`config.mk`:
```
export PLATFORM = sky130hd
export DESIGN_NAME = ask_manchester_pulse_decoder_unit
export DESIGN_NICKNAME = d
export VERILOG_FILES = /design/src/design/ampd_pkg.sv /design/src/design/ampd_period_class.sv /design/src/design/ask_manchester_pulse_decoder_unit.sv
export SDC_FILE = /design/constraint.sdc
export NUM_CORES = 1
export LEC_CHECK = 0
export ABC_AREA = 1
export BUFFER_PORTS_ARGS = -buffer_cell sky130_fd_sc_hd__buf_2
export CAP_MARGIN = 20
export CORE_ASPECT_RATIO = 1.75
export CORE_MARGIN = 3
export CORE_UTILIZATION = 45
export DETAILED_ROUTE_END_ITERATION = 12
export GPL_TIMING_DRIVEN = 0
export PLACE_DENSITY_LB_ADDON = 0.08
export SLEW_MARGIN = 15
export SYNTH_ARGS = -nofsm -noshare
export SYNTH_HDL_FRONTEND = slang
export SYNTH_SLANG_ARGS = --single-unit
```
`constraint.sdc`:
```
create_clock -name clk -period 9.3 [get_ports clk]
set_input_delay 0.465 -clock clk [delete_from_list [all_inputs] [get_ports clk]]
set_output_delay 0.465 -clock clk [all_outputs]
set_load 0.1 [all_outputs]
```
`src/design/ampd_pkg.sv`:
```
package ampd_pkg;

  localparam int TICK_W = 16;
  localparam int SYNC_W = 8;
  localparam int CFG_IDX_W = 3;
  localparam int END_BITS = 40;

  typedef enum logic [3:0] {
    M_IDLE = 4'b0001,
    M_V3   = 4'b0010,
    M_HELD = 4'b0100,
    M_V2   = 4'b1000
  } rx_mode_t;

  typedef struct packed {
    logic done;
    logic is_short;
    logic is_long;
  } period_class_t;

  localparam logic [1:0] FUNC_EDGE    = 2'd0;
  localparam logic [1:0] FUNC_TIMEOUT = 2'd1;
  localparam logic [1:0] FUNC_RELEASE = 2'd2;

  localparam logic [1:0] VER_NONE = 2'd0;
  localparam logic [1:0] VER_V2   = 2'd2;
  localparam logic [1:0] VER_V3   = 2'd3;

  localparam logic [CFG_IDX_W-1:0] REG_ON_MIN     = 3'd0;
  localparam logic [CFG_IDX_W-1:0] REG_ON_SPLIT   = 3'd1;
  localparam logic [CFG_IDX_W-1:0] REG_ON_MAX     = 3'd2;
  localparam logic [CFG_IDX_W-1:0] REG_OFF_MIN    = 3'd3;
  localparam logic [CFG_IDX_W-1:0] REG_OFF_SPLIT  = 3'd4;
  localparam logic [CFG_IDX_W-1:0] REG_OFF_MAX    = 3'd5;
  localparam logic [CFG_IDX_W-1:0] REG_SHORT_SYNC = 3'd6;
  localparam logic [CFG_IDX_W-1:0] REG_LONG_SYNC  = 3'd7;

  localparam logic [TICK_W-1:0] ON_MIN_RST    = 16'd50;
  localparam logic [TICK_W-1:0] ON_SPLIT_RST  = 16'd137;
  localparam logic [TICK_W-1:0] ON_MAX_RST    = 16'd275;
  localparam logic [TICK_W-1:0] OFF_MIN_RST   = 16'd100;
  localparam logic [TICK_W-1:0] OFF_SPLIT_RST = 16'd212;
  localparam logic [TICK_W-1:0] OFF_MAX_RST   = 16'd350;
  localparam logic [SYNC_W-1:0] SHORT_SYNC_RST = 8'd20;
  localparam logic [SYNC_W-1:0] LONG_SYNC_RST  = 8'd25;

endpackage

```
`src/design/ampd_period_class.sv`:
```
module ampd_period_class
  import ampd_pkg::*;
(
  input  logic              clk,
  input  logic              rst,
  input  logic              start,
  input  logic [TICK_W-1:0] period_in,
  input  logic [TICK_W-1:0] lo,
  input  logic [TICK_W-1:0] split,
  input  logic [TICK_W-1:0] hi,
  output period_class_t     cls
);

  logic [TICK_W-1:0] period;
  logic [1:0]        step;
  logic              run;
  logic              ge_lo;
  logic              le_split;
  logic [TICK_W-1:0] opa;
  logic [TICK_W-1:0] opb;
  logic              le;

  // One shared comparator walks the three thresholds in turn.
  always_comb begin
    case (step)
      2'd0: begin
        opa = lo;
        opb = period;
      end
      2'd1: begin
        opa = period;
        opb = split;
      end
      2'd2: begin
        opa = period;
        opb = hi;
      end
      default: begin
        opa = lo;
        opb = period;
      end
    endcase
  end

  assign le = (opa <= opb);

  always_ff @(posedge clk) begin
    if (rst) begin
      run <= 1'b0;
      step <= 2'd0;
      cls <= '0;
    end else begin
      cls.done <= 1'b0;
      if (start) begin
        run <= 1'b1;
        step <= 2'd0;
        period <= period_in;
      end else if (run) begin
        case (step)
          2'd0: begin
            ge_lo <= le;
            step <= 2'd1;
          end
          2'd1: begin
            le_split <= le;
            step <= 2'd2;
          end
          default: begin
            cls.done <= 1'b1;
            cls.is_short <= ge_lo & le_split;
            cls.is_long <= ~le_split & le;
            run <= 1'b0;
            step <= 2'd0;
          end
        endcase
      end
    end
  end

endmodule

```
`src/design/ask_manchester_pulse_decoder_unit.sv`:
```
// Manchester ASK pulse-width decoder for version 2.1 and version 3 radio messages.
// Requests arrive on the in_valid/in_ready channel: an edge event (capture time,
// timer wraps, carrier level), a silence timeout, or a release of a held message.
// Decoded messages leave on the out_valid/out_ready channel as one nibble per
// transfer, first nibble first, with is_last set on the final one.
// An edge request keeps in_ready low while the period is formed and registered,
// the single shared comparator checks it against the minimum, split and maximum
// thresholds in turn, and the decoder state is updated from the result.
// Timeout, release and unused requests leave in_ready high unless readout starts.
// Readout walks the nibble store one nibble at a time, with a registered memory
// read followed by a load of the output register; in_ready stays low
// until the last nibble sits in the output register.
// When the receiver stalls, readout waits with the next nibble in hand.
// Reset returns the decoder to idle and loads the default thresholds; the
// nibble store is not cleared, since every nibble read out has been written.
// Thresholds must be written on the cfg port while idle; the block does not check.
module ask_manchester_pulse_decoder_unit
  import ampd_pkg::*;
#(
  parameter int MAX_NIBBLES = 32
) (
  input  logic                 clk,
  input  logic                 rst,
  input  logic                 cfg_write,
  input  logic [CFG_IDX_W-1:0] cfg_index,
  input  logic [TICK_W-1:0]    cfg_data,
  input  logic                 in_valid,
  output logic                 in_ready,
  input  logic [1:0]           func,
  input  logic [TICK_W-1:0]    capture_time,
  input  logic [TICK_W-1:0]    wraps_since_last,
  input  logic                 carrier_was_on,
  output logic                 out_valid,
  input  logic                 out_ready,
  output logic [3:0]           nibble,
  output logic [5:0]           nibble_index,
  output logic [1:0]           protocol_version,
  output logic                 is_last
);

  localparam int BW = $clog2(MAX_NIBBLES * 4 + 1);
  localparam int AW = $clog2(MAX_NIBBLES);
  localparam int CW = $clog2(MAX_NIBBLES + 1);

  typedef enum logic [3:0] {
    S_IDLE     = 4'b0001,
    S_CLASS    = 4'b0010,
    S_EMIT_RD  = 4'b0100,
    S_EMIT_OUT = 4'b1000
  } seq_state_t;

  seq_state_t state;

  logic [TICK_W-1:0] on_min, on_split, on_max, off_min, off_split, off_max;
  logic [SYNC_W-1:0] short_sync, long_sync;

  rx_mode_t          rx_mode, rx_mode_next;
  logic [TICK_W-1:0] short_seen, short_seen_next;
  logic [TICK_W-1:0] long_seen, long_seen_next;
  logic [1:0]        version_held, version_held_next;
  logic [BW-1:0]     bit_pointer, bit_pointer_next;
  logic [TICK_W-1:0] last_capture;
  logic              bit_value, bit_value_next;
  logic              half_short_pending, half_short_pending_next;
  logic              skip_repeat, skip_repeat_next;
  logic              was_on;
  logic [3:0]        asm_nib;

  logic              st_en, st_val, init_wr, go_emit, dec_rst;
  logic [3:0]        st_nib;

  logic [3:0]        mem [MAX_NIBBLES];
  logic              mem_we;
  logic [AW-1:0]     mem_wa;
  logic [3:0]        mem_wd;
  logic [3:0]        nib_rd;

  logic [CW-1:0]     emit_cnt, emit_idx;
  logic              emit_last;
  logic              out_load;
  logic [BW:0]       bp_round;

  logic              accept;
  logic              receiving;
  logic              timeout_hit;
  logic [TICK_W-1:0] period_in;
  period_class_t     cls;

  assign accept = in_valid & in_ready;
  assign in_ready = (state == S_IDLE);
  assign receiving = (rx_mode == M_V2) || (rx_mode == M_V3);
  assign timeout_hit = receiving && (bit_pointer > BW'(END_BITS));
  assign period_in = (wraps_since_last > 16'd1) ? 16'hFFFF : (capture_time - last_capture);
  assign bp_round = {1'b0, bit_pointer} + (BW + 1)'(3);
  assign emit_last = ((emit_idx + CW'(1)) == emit_cnt);
  assign out_load = (state == S_EMIT_OUT) && (!out_valid || out_ready);

  ampd_period_class u_class (
    .clk       (clk),
    .rst       (rst),
    .start     (accept && (func == FUNC_EDGE)),
    .period_in (period_in),
    .lo        (was_on ? on_min : off_min),
    .split     (was_on ? on_split : off_split),
    .hi        (was_on ? on_max : off_max),
    .cls       (cls)
  );

  always_ff @(posedge clk) begin
    if (rst) begin
      on_min <= ON_MIN_RST;
      on_split <= ON_SPLIT_RST;
      on_max <= ON_MAX_RST;
      off_min <= OFF_MIN_RST;
      off_split <= OFF_SPLIT_RST;
      off_max <= OFF_MAX_RST;
      short_sync <= SHORT_SYNC_RST;
      long_sync <= LONG_SYNC_RST;
    end else if (cfg_write) begin
      case (cfg_index)
        REG_ON_MIN:     on_min <= cfg_data;
        REG_ON_SPLIT:   on_split <= cfg_data;
        REG_ON_MAX:     on_max <= cfg_data;
        REG_OFF_MIN:    off_min <= cfg_data;
        REG_OFF_SPLIT:  off_split <= cfg_data;
        REG_OFF_MAX:    off_max <= cfg_data;
        REG_SHORT_SYNC: short_sync <= cfg_data[SYNC_W-1:0];
        REG_LONG_SYNC:  long_sync <= cfg_data[SYNC_W-1:0];
        default: ;
      endcase
    end
  end

  always_comb begin
    rx_mode_next = rx_mode;
    short_seen_next = short_seen;
    long_seen_next = long_seen;
    version_held_next = version_held;
    bit_pointer_next = bit_pointer;
    bit_value_next = bit_value;
    half_short_pending_next = half_short_pending;
    skip_repeat_next = skip_repeat;
    st_en = 1'b0;
    st_val = 1'b0;
    init_wr = 1'b0;
    go_emit = 1'b0;
    dec_rst = 1'b0;
    case (rx_mode)
      M_IDLE: begin
        if (cls.is_short) begin
          if (short_seen <= 16'd1 && long_seen > {8'd0, long_sync}) begin
            version_held_next = VER_V2;
            skip_repeat_next = 1'b0;
            rx_mode_next = M_V2;
            half_short_pending_next = 1'b1;
            bit_pointer_next = '0;
            init_wr = 1'b1;
            bit_value_next = 1'b1;
          end else if (long_seen == 16'd0) begin
            if (short_seen != 16'hFFFF) begin
              short_seen_next = short_seen + 16'd1;
            end
          end else begin
            dec_rst = 1'b1;
          end
        end else if (cls.is_long) begin
          if (short_seen > {8'd0, short_sync}) begin
            rx_mode_next = M_V3;
            version_held_next = VER_V3;
            half_short_pending_next = 1'b0;
            bit_pointer_next = BW'(1);
            init_wr = 1'b1;
            bit_value_next = 1'b0;
          end else if (short_seen <= 16'd1) begin
            if (long_seen != 16'hFFFF) begin
              long_seen_next = long_seen + 16'd1;
            end
          end else begin
            dec_rst = 1'b1;
          end
        end else begin
          dec_rst = 1'b1;
        end
      end
      M_V3: begin
        if (cls.is_short) begin
          if (half_short_pending) begin
            st_en = 1'b1;
            st_val = bit_value;
            half_short_pending_next = 1'b0;
          end else begin
            half_short_pending_next = 1'b1;
          end
        end else if (cls.is_long) begin
          if (half_short_pending) begin
            dec_rst = 1'b1;
          end else begin
            bit_value_next = ~bit_value;
            st_en = 1'b1;
            st_val = ~bit_value;
          end
        end else if (bit_pointer > BW'(END_BITS)) begin
          rx_mode_next = M_HELD;
          go_emit = 1'b1;
        end else begin
          dec_rst = 1'b1;
        end
      end
      M_V2: begin
        if (cls.is_short) begin
          if (half_short_pending) begin
            bit_value_next = ~bit_value;
            if (skip_repeat) begin
              dec_rst = 1'b1;
            end else begin
              st_en = 1'b1;
              st_val = ~bit_value;
              skip_repeat_next = 1'b1;
            end
            half_short_pending_next = 1'b0;
          end else begin
            half_short_pending_next = 1'b1;
          end
        end else if (cls.is_long) begin
          if (half_short_pending) begin
            dec_rst = 1'b1;
          end else if (skip_repeat) begin
            skip_repeat_next = 1'b0;
          end else begin
            st_en = 1'b1;
            st_val = bit_value;
            skip_repeat_next = 1'b1;
          end
        end else if (bit_pointer > BW'(END_BITS)) begin
          rx_mode_next = M_HELD;
          go_emit = 1'b1;
        end else begin
          dec_rst = 1'b1;
        end
      end
      default: ;
    endcase
    if (st_en) begin
      bit_pointer_next = bit_pointer + BW'(1);
    end
    if (dec_rst || bit_pointer_next >= BW'(MAX_NIBBLES * 4)) begin
      version_held_next = VER_NONE;
      short_seen_next = '0;
      long_seen_next = '0;
      rx_mode_next = M_IDLE;
      bit_pointer_next = '0;
      go_emit = 1'b0;
    end
  end

  always_comb begin
    st_nib = (bit_pointer[1:0] == 2'd0) ? 4'd0 : asm_nib;
    st_nib[bit_pointer[1:0]] = st_val;
  end

  assign mem_we = cls.done && (st_en || init_wr);
  assign mem_wa = init_wr ? '0 : AW'(bit_pointer >> 2);
  assign mem_wd = init_wr ? 4'd0 : st_nib;

  always_ff @(posedge clk) begin
    if (mem_we) begin
      mem[mem_wa] <= mem_wd;
      asm_nib <= mem_wd;
    end
    if (state == S_EMIT_RD) begin
      nib_rd <= mem[emit_idx[AW-1:0]];
    end
  end

  always_ff @(posedge clk) begin
    if (rst) begin
      state <= S_IDLE;
      rx_mode <= M_IDLE;
      short_seen <= '0;
      long_seen <= '0;
      version_held <= VER_NONE;
      bit_pointer <= '0;
      last_capture <= '0;
      bit_value <= 1'b0;
      half_short_pending <= 1'b0;
      skip_repeat <= 1'b0;
      out_valid <= 1'b0;
      emit_idx <= '0;
      emit_cnt <= '0;
    end else begin
      case (state)
        S_IDLE: begin
          if (accept) begin
            case (func)
              FUNC_EDGE: begin
                last_capture <= capture_time;
                was_on <= carrier_was_on;
                state <= S_CLASS;
              end
              FUNC_TIMEOUT: begin
                if (timeout_hit) begin
                  rx_mode <= M_HELD;
                  emit_idx <= '0;
                  emit_cnt <= CW'(bp_round >> 2);
                  state <= S_EMIT_RD;
                end
              end
              FUNC_RELEASE: begin
                if (rx_mode == M_HELD) begin
                  version_held <= VER_NONE;
                  short_seen <= '0;
                  long_seen <= '0;
                  rx_mode <= M_IDLE;
                  bit_pointer <= '0;
                end
              end
              default: ;
            endcase
          end
        end
        S_CLASS: begin
          if (cls.done) begin
            rx_mode <= rx_mode_next;
            short_seen <= short_seen_next;
            long_seen <= long_seen_next;
            version_held <= version_held_next;
            bit_pointer <= bit_pointer_next;
            bit_value <= bit_value_next;
            half_short_pending <= half_short_pending_next;
            skip_repeat <= skip_repeat_next;
            emit_idx <= '0;
            emit_cnt <= CW'(bp_round >> 2);
            state <= go_emit ? S_EMIT_RD : S_IDLE;
          end
        end
        S_EMIT_RD: begin
          state <= S_EMIT_OUT;
        end
        S_EMIT_OUT: begin
          if (out_load) begin
            emit_idx <= emit_idx + CW'(1);
            state <= emit_last ? S_IDLE : S_EMIT_RD;
          end
        end
        default: state <= S_IDLE;
      endcase
      if (out_load) begin
        out_valid <= 1'b1;
      end else if (out_ready) begin
        out_valid <= 1'b0;
      end
    end
  end

  always_ff @(posedge clk) begin
    if (out_load) begin
      nibble <= nib_rd;
      nibble_index <= 6'(emit_idx);
      protocol_version <= version_held;
      is_last <= emit_last;
    end
  end

  a_bp_range: assert property (@(posedge clk) disable iff (rst)
    bit_pointer < BW'(MAX_NIBBLES * 4))
    else $error("bit pointer reached the end of the nibble store");

  a_emit_held: assert property (@(posedge clk) disable iff (rst)
    (state == S_EMIT_RD || state == S_EMIT_OUT) |-> rx_mode == M_HELD)
    else $error("readout running while no message is held");

  a_last_done: assert property (@(posedge clk) disable iff (rst)
    out_load && emit_last |=> out_valid && is_last && state == S_IDLE)
    else $error("final nibble did not close the readout");

  a_class_state: assert property (@(posedge clk) disable iff (rst)
    cls.done |-> state == S_CLASS)
    else $error("period class arrived outside of an edge request");

  a_version: assert property (@(posedge clk) disable iff (rst)
    out_valid |-> (protocol_version == VER_V2 || protocol_version == VER_V3))
    else $error("nibble sent with no protocol version");

endmodule

```
### Word level (Yosys, flattened, before mapping)

Memories as Yosys holds them, arrays and structs flattened. A register that Yosys moved wholly into a read port is not among the register bits.
Index checks and enable logic that the tools add are counted.

* bits in writable memories: 128
* memories kept: 1
* register bits after elaboration: 236
* bits of input ports: 59
* output and inout bits: 15

Memories
* mem: depth 32, width 4, read ports 1, clocked after memory_dff 1, write ports 1, line ask_manchester_pulse_decoder_unit.sv:72 `logic [3:0] mem [MAX_NIBBLES];`

* muxes and demuxes: 159
* reductions and logical operators: 52
* bitwise logic cells: 9
* eq/ne operators: 67
* $add $sub $neg: 6
* $lt $le $gt $ge: 9

Operators by type and width (number)
* 2-to-1 mux 16 bit: 22
* case mux 16 bit (2 select lines): 3
* 2-to-1 mux 8 bit: 11
* 2-to-1 mux 4 bit: 17
* 2-to-1 mux 1 bit: 65
* 2-to-1 mux 6 bit: 9
* != test 3 bit (second input constant): 11
* adder 16 x 1 -> 16 bit (second input constant): 2
* > comparator 16 x 8 -> 1 bit: 2
* != test 16 bit (second input constant): 2
* case mux 4 bit (2 select lines): 4
* AND reduction 11 bit: 2
* 2-to-1 mux 2 bit: 10
* != test 2 x 1 -> 1 bit (second input constant): 10
* case mux 6 bit (3 select lines): 1
* AND reduction 2 bit: 9
* > comparator 16 x 1 -> 1 bit (second input constant): 1
* less-or-equal comparator 16 x 1 -> 1 bit (second input constant): 1
* less-or-equal comparator 16 bit: 1
* zero test 16 bit: 1
* != test 4 bit (second input constant): 4
* case mux 4 bit (4 select lines): 1
* case mux 8 bit (2 select lines): 1
* subtractor 16 bit: 1
* 53 further kinds: 111

### Depth between registers and ports, before layout

* depth after elaboration: 12
* depth in mapped cells: 21

### Modules after synthesis

From an unflattened synthesis, not the netlist that was laid out.

* cells, all modules: 2208
* area total of the unflattened synthesis: 18161.2 µm²

By module, submodules not included
* ask_manchester_pulse_decoder_unit: instances 1, cells an instance 1992, area each 16434.5 µm²
* ampd_period_class: instances 1, cells an instance 216, area each 1726.7 µm²

### Least setup slack after synthesis

OpenSTA, ideal clock, no wires.

* kind: reg2reg
* from: register short_sync[7]
* to: register asm_nib[0], data pin
* required time: 8.801 ns
* cell stages (with the launch flop): 10
* arrival time: 2.888 ns
* setup slack: 5.913 ns
* path buffers: 1
* cells stage by stage: dfxtp_1 > inv_1 > ha_1 > a21o_1 > nor2_1 > nand3_1 > nand4_1 > nand2_1 > buf_2 > a311oi_1

* word-level cells in the longest chain between the ends: 6

Ends and longest elaborated chain
* start, declared: line ask_manchester_pulse_decoder_unit.sv:55 `logic [SYNC_W-1:0] short_sync, long_sync;`
* start signal, assigned: line ask_manchester_pulse_decoder_unit.sv:127 `REG_SHORT_SYNC: short_sync <= cfg_data[SYNC_W-1:0];`
* > comparator 16 x 8 -> 1 bit: line ask_manchester_pulse_decoder_unit.sv:167 `if (short_seen > {8'd0, short_sync}) begin`
* 2-to-1 mux 1 bit: line ask_manchester_pulse_decoder_unit.sv:167
* 2-to-1 mux 1 bit: line ask_manchester_pulse_decoder_unit.sv:166 `end else if (cls.is_long) begin`
* 2-to-1 mux 1 bit: line ask_manchester_pulse_decoder_unit.sv:150 `if (cls.is_short) begin`
* 2-to-1 mux 1 bit: line ask_manchester_pulse_decoder_unit.sv:148 `case (rx_mode)`
* 2-to-1 mux 4 bit: line ask_manchester_pulse_decoder_unit.sv:263 `assign mem_wd = init_wr ? 4'd0 : st_nib;`
* via mem_wd[0]: line ask_manchester_pulse_decoder_unit.sv:75 `logic [3:0] mem_wd;`
* end signal, assigned: line ask_manchester_pulse_decoder_unit.sv:268 `asm_nib <= mem_wd;`
* end, declared: line ask_manchester_pulse_decoder_unit.sv:67 `logic [3:0] asm_nib;`

The timed path passes the listed nets, and every way through them passes these cells.
A chain may end at the register's enable or synchronous reset.

### Worst setup path after layout

* from: register was_on
* to: register, netlist name u_class.cls[0]

* word-level cells in the longest chain between the ends: 4
* elaborated cells on any way between the ends: 7
* classes of those cells: order compare: 1; mux: 5; bitwise: 1

Ends and longest elaborated chain
* start, declared: line ask_manchester_pulse_decoder_unit.sv:66 `logic was_on;`
* start signal, assigned: line ask_manchester_pulse_decoder_unit.sv:297 `was_on <= carrier_was_on;`
* 2-to-1 mux 16 bit (on tied branches): line ask_manchester_pulse_decoder_unit.sv:105, ask_manchester_pulse_decoder_unit.sv:103, ask_manchester_pulse_decoder_unit.sv:104
* case mux 16 bit (2 select lines) / 2-to-1 mux 16 bit (equally long branches): line ampd_period_class.sv:25 `case (step)`
* less-or-equal comparator 16 bit *: line ampd_period_class.sv:45 `assign le = (opa <= opb);`
* via u_class.le: line ampd_period_class.sv:21 `logic le;`
* AND 1 bit *: line ampd_period_class.sv:71 `cls.is_long <= ~le_split & le;`

The timed path passes the listed nets; every way through them passes the cells marked *.

==> reports/metrics.json <==
{
  "worst_setup_path": {
    "critical_path.top_delay_family": "compound AO/OA/AOI/OAI gates",
    "crit-reg2reg-launch": "was_on$_DFFE_PP_",
    "critPathCaptureType": "register",
    "cpMaxStageDelayCell": "sky130_fd_sc_hd__clkbuf_1",
    "crit_required_ns": 9.76,
    "cp_cell_sequence": "inv_1 -> clkbuf_1 -> clkbuf_1 -> nor2_1 -> o221ai_1 -> o21ai_0 -> ha_1 -> nand2_1 -> inv_1 -> a221oi_1 -> nor2_1 -> o21ai_0 -> o2111ai_1 -> o41ai_1 -> nand2_1 -> a21oi_1",
    "setup.worst_path.start_class": "register",
    "setup.worst_path.class": "reg2reg",
    "worst_path_largest_cell_delay_ns": 0.60,
    "cp.arrival_ns": 4.65,
    "worstRegToRegCells": 16,
    "worst_r2r_endpoint": "u_class.cls[0]$_SDFFE_PP0P_",
    "critical_path.startpoint": "was_on$_DFFE_PP_",
    "timing.critical_path.fanout_max": 10,
    "cp.buffers_inverters": 4,
    "timing.reg2reg.setup_slack_ns": 5.11
  },
  "finish": {
    "areaGrowthSynthToFinish_pct": 14.0,
    "final_nets": 2387,
    "post_route_cells_drive_above_1_share": 0.0836,
    "finalNonFillerCells": 2781,
    "n_antenna_cell": 0,
    "mostFrequentLayoutCell": "sky130_fd_sc_hd__nor2_1",
    "mostFrequentLayoutCells": "429 x sky130_fd_sc_hd__nor2_1, 283 x sky130_fd_sc_hd__nand2_1, 271 x sky130_fd_sc_hd__o21ai_0"
  },
  "timing": {
    "clock_skew_ns": 0.0314,
    "worst_hold_margin_ns": 0.112,
    "timing.max_slew.rel_slack": 0.356,
    "final-setup-viol-count": 0,
    "rsz0062_at_grt": "false",
    "final_period_minus_worst_setup_slack_ns": 4.19,
    "worst_pin_slew_ns": 0.965,
    "final_tns_setup_ns": 0,
    "max_clock_freq_mhz": 238,
    "timing.final.max_slew_violations": 0,
    "finalCritPeriodShare": 0.451,
    "report.final.hold_viol_count": 0,
    "post_route_worst_setup_slack_ns": 5.11
  },
  "synth": {
    "yosysSeqAreaShare": 0.507,
    "ys_ff_latch": 368,
    "post_synth_main_area_contributors": "sky130_fd_sc_hd__edfxtp_1 28%, sky130_fd_sc_hd__dfxtp_1 22%, sky130_fd_sc_hd__nor2_1 9.0%, sky130_fd_sc_hd__o21ai_0 7.6%, sky130_fd_sc_hd__nand2_1 6.0%",
    "yosysWarningCount": 0,
    "synth.avg_cell_area_um2": 8.27,
    "net_count_after_synthesis": 2276,
    "dominantRegCellSynth": "sky130_fd_sc_hd__dfxtp_1",
    "async_flop_share": 0,
    "yosysTopAreaCell": "sky130_fd_sc_hd__edfxtp_1",
    "post_synth_design_cell_area_mm2": 0.0178,
    "syn_inst": 2156,
    "synth.lib_cells_used.distinct": 54,
    "synth-edff-count": 168,
    "netlist.area_leader.share": 0.283
  },
  "clocking": {
    "htree_num_levels": 2,
    "clk_path_buf_depth": 3,
    "post_cts.repair.setup_buffers": 0,
    "cts_sinks": 368,
    "worst_setup_hold_path_clk_slew_ns": 0.06,
    "clock-root-buffer": "sky130_fd_sc_hd__clkbuf_16",
    "cts_tree": "yes",
    "post_cts.resized_instances": 0,
    "clock_insertion_delay_worst_skew_ns": 0.55,
    "cts.hold.buffers_added": 0,
    "numCtsBuffers": 38
  },
  "detailed_routing": {
    "num_vias": 15507,
    "detail_route.drc_violations": 0,
    "avgRoutedWirePerCell_um": 20.3,
    "drt_first_pass_iters": 8,
    "post_drt_via_cell_ratio": 5.58,
    "ant_nets": 0,
    "wl_mm": 56.5,
    "drc_marker_count_from_the_first_detailed_route_iteration": 921
  },
  "floorplanning": {
    "floorplan.die.height_um": 269,
    "total_core_area_mm2": 0.0387,
    "row_count": 95,
    "ios": 74,
    "initial_core_util": 0.460,
    "design.die.area_mm2": 0.0421,
    "die_w_um": 156
  },
  "power_and_ir_drop": {
    "p_leak_nw": 7.87,
    "fin_total_pwr_mw": 3.87,
    "pwr_density_cell_mw_per_mm2": 190,
    "vdd_drop_max_mv": 0.145
  },
  "global_routing": {
    "grt.overflow.total": 0,
    "grt_most_used_layer": "met2",
    "groute.layer.met3.usage": 0.0298,
    "track_usage": 0.265,
    "grt_util_met1": 0.251,
    "grt_pass1_wl_mm": 86.1,
    "grt.met2_usage": 0.492,
    "grt_start_max_net_pins": 20,
    "antenna_found_initial": 0,
    "grt_pass1_vias": 15699
  },
  "run": {
    "cap_viol_max_count": 0
  },
  "min_path": {
    "timing.hold.worst_path_depth": 1,
    "min_delay_src": "carrier_was_on",
    "worst_hold_path.endpoint": "was_on$_DFFE_PP_",
    "hold_class": "in2reg"
  },
  "place": {
    "pre_cts_ws_ns": 5.24,
    "place.detailed.instances": 2711,
    "portBuffers": 63,
    "post-dp-hpwl_mm": 42.9,
    "place_congestion": 0.996
  },
  "run_status": {
    "status": "complete, no violations"
  }
}
layout make-up:
type	instances	area (µm²)
flip-flops and latches	368	9050
fillers	3741	18400
well taps	485	607
clock inverters	18	328
repair buffers	71	402
plain buffers	100	423
clock buffers	51	1080
multi-input cells	1504	7740
inverters	184	691
per-layer routing:
layer	vias up	routed length, µm
met5	-	0
met4	0	5850
met3	211	2330
met2	453	29800
met1	7290	18500
li1	7553	-
worst reg2reg max path, stage by stage (launching register included):
cell,delay [ns]
sky130_fd_sc_hd__edfxtp_1,0.49
sky130_fd_sc_hd__inv_1,0.13
sky130_fd_sc_hd__clkbuf_1,0.45
sky130_fd_sc_hd__clkbuf_1,0.61
sky130_fd_sc_hd__nor2_1,0.10
sky130_fd_sc_hd__o221ai_1,0.57
sky130_fd_sc_hd__o21ai_0,0.22
sky130_fd_sc_hd__ha_1,0.34
sky130_fd_sc_hd__nand2_1,0.06
sky130_fd_sc_hd__inv_1,0.05
sky130_fd_sc_hd__a221oi_1,0.33
sky130_fd_sc_hd__nor2_1,0.07
sky130_fd_sc_hd__o21ai_0,0.17
sky130_fd_sc_hd__o2111ai_1,0.13
sky130_fd_sc_hd__o41ai_1,0.16
sky130_fd_sc_hd__nand2_1,0.10
sky130_fd_sc_hd__a21oi_1,0.15
how the worst max path moves through the flow:
stage | to | cells past startpoint
3_5_place_dp | u_class.cls[0]$_SDFFE_PP0P_ | 16
5_1_grt | u_class.cls[0]$_SDFFE_PP0P_ | 16
6_report | u_class.cls[0]$_SDFFE_PP0P_ | 16
3_3_place_gp | mem[15][1]$_DFFE_PP_ | 9
4_1_cts | u_class.cls[0]$_SDFFE_PP0P_ | 16
2_1_floorplan | asm_nib[0]$_DFFE_PP_ | 9
flip-flops by register name, summed over array words and instances, names as in the netlist, 16 cells and up:
register / flops
on_max: 16
off_max: 16
off_split: 16
long_seen: 16
on_split: 16
off_min: 16
u_class.period: 16
mem: 128
on_min: 16
short_seen: 16
last_capture: 16
synthesized netlist by cell type (3+ instances only):
cell                        count
sky130_fd_sc_hd__a211oi_1      10
sky130_fd_sc_hd__a21oi_1      114
sky130_fd_sc_hd__a22oi_1        5
sky130_fd_sc_hd__a311oi_1       5
sky130_fd_sc_hd__a31oi_1        6
sky130_fd_sc_hd__buf_1          4
sky130_fd_sc_hd__buf_2          6
sky130_fd_sc_hd__buf_6          4
sky130_fd_sc_hd__clkbuf_1      82
sky130_fd_sc_hd__dfxtp_1      200
sky130_fd_sc_hd__edfxtp_1     168
sky130_fd_sc_hd__ha_1          60
sky130_fd_sc_hd__inv_1        176
sky130_fd_sc_hd__inv_2          6
sky130_fd_sc_hd__nand2_1      283
sky130_fd_sc_hd__nand2_2        6
sky130_fd_sc_hd__nand2_4        3
sky130_fd_sc_hd__nand3_1       88
sky130_fd_sc_hd__nand3_2        6
sky130_fd_sc_hd__nand3b_1       4
sky130_fd_sc_hd__nand4_1       26
sky130_fd_sc_hd__nor2_1       429
sky130_fd_sc_hd__nor2_2         4
sky130_fd_sc_hd__nor2_4         3
sky130_fd_sc_hd__nor3_1        31
sky130_fd_sc_hd__nor4_1         7
sky130_fd_sc_hd__o2111ai_1      5
sky130_fd_sc_hd__o211ai_1       4
sky130_fd_sc_hd__o21ai_0      271
sky130_fd_sc_hd__o21ai_1       10
sky130_fd_sc_hd__o21bai_1       3
sky130_fd_sc_hd__o221ai_1      16
sky130_fd_sc_hd__o22ai_1       43
sky130_fd_sc_hd__o31ai_1        5
sky130_fd_sc_hd__or2_2          7
sky130_fd_sc_hd__xnor2_1        4
sky130_fd_sc_hd__xor2_1        28
stage by stage:
step            util  instance area (µm²)
3_3_place_gp   0.484                18800
3_5_place_dp   0.488                18900
4_1_cts        0.524                20300
5_1_grt        0.524                20300
2_1_floorplan      -                17800
6_report       0.524                20300
report_power, final:
| part | internal, mW | leakage [nW] | switching, mW | total, mW |
|---|---|---|---|---|
| combinational | 0.118 | 3.99 | 0.281 | 0.399 |
| clock | 1.07 | 0.689 | 0.657 | 1.73 |
| sequential | 1.72 | 3.19 | 0.0192 | 1.74 |
| total | 2.91 | 7.87 | 0.957 | 3.87 |
cell families after synthesis:
logic type,Yosys count,synth area share
compound gates,508,0.158
xor+xnor,32,0.0157
fa+ha+maj,61,0.0432
buf+inv,284,0.0624
flops,368,0.507
simple gates,903,0.213
Power figures use the tool's default switching activity.
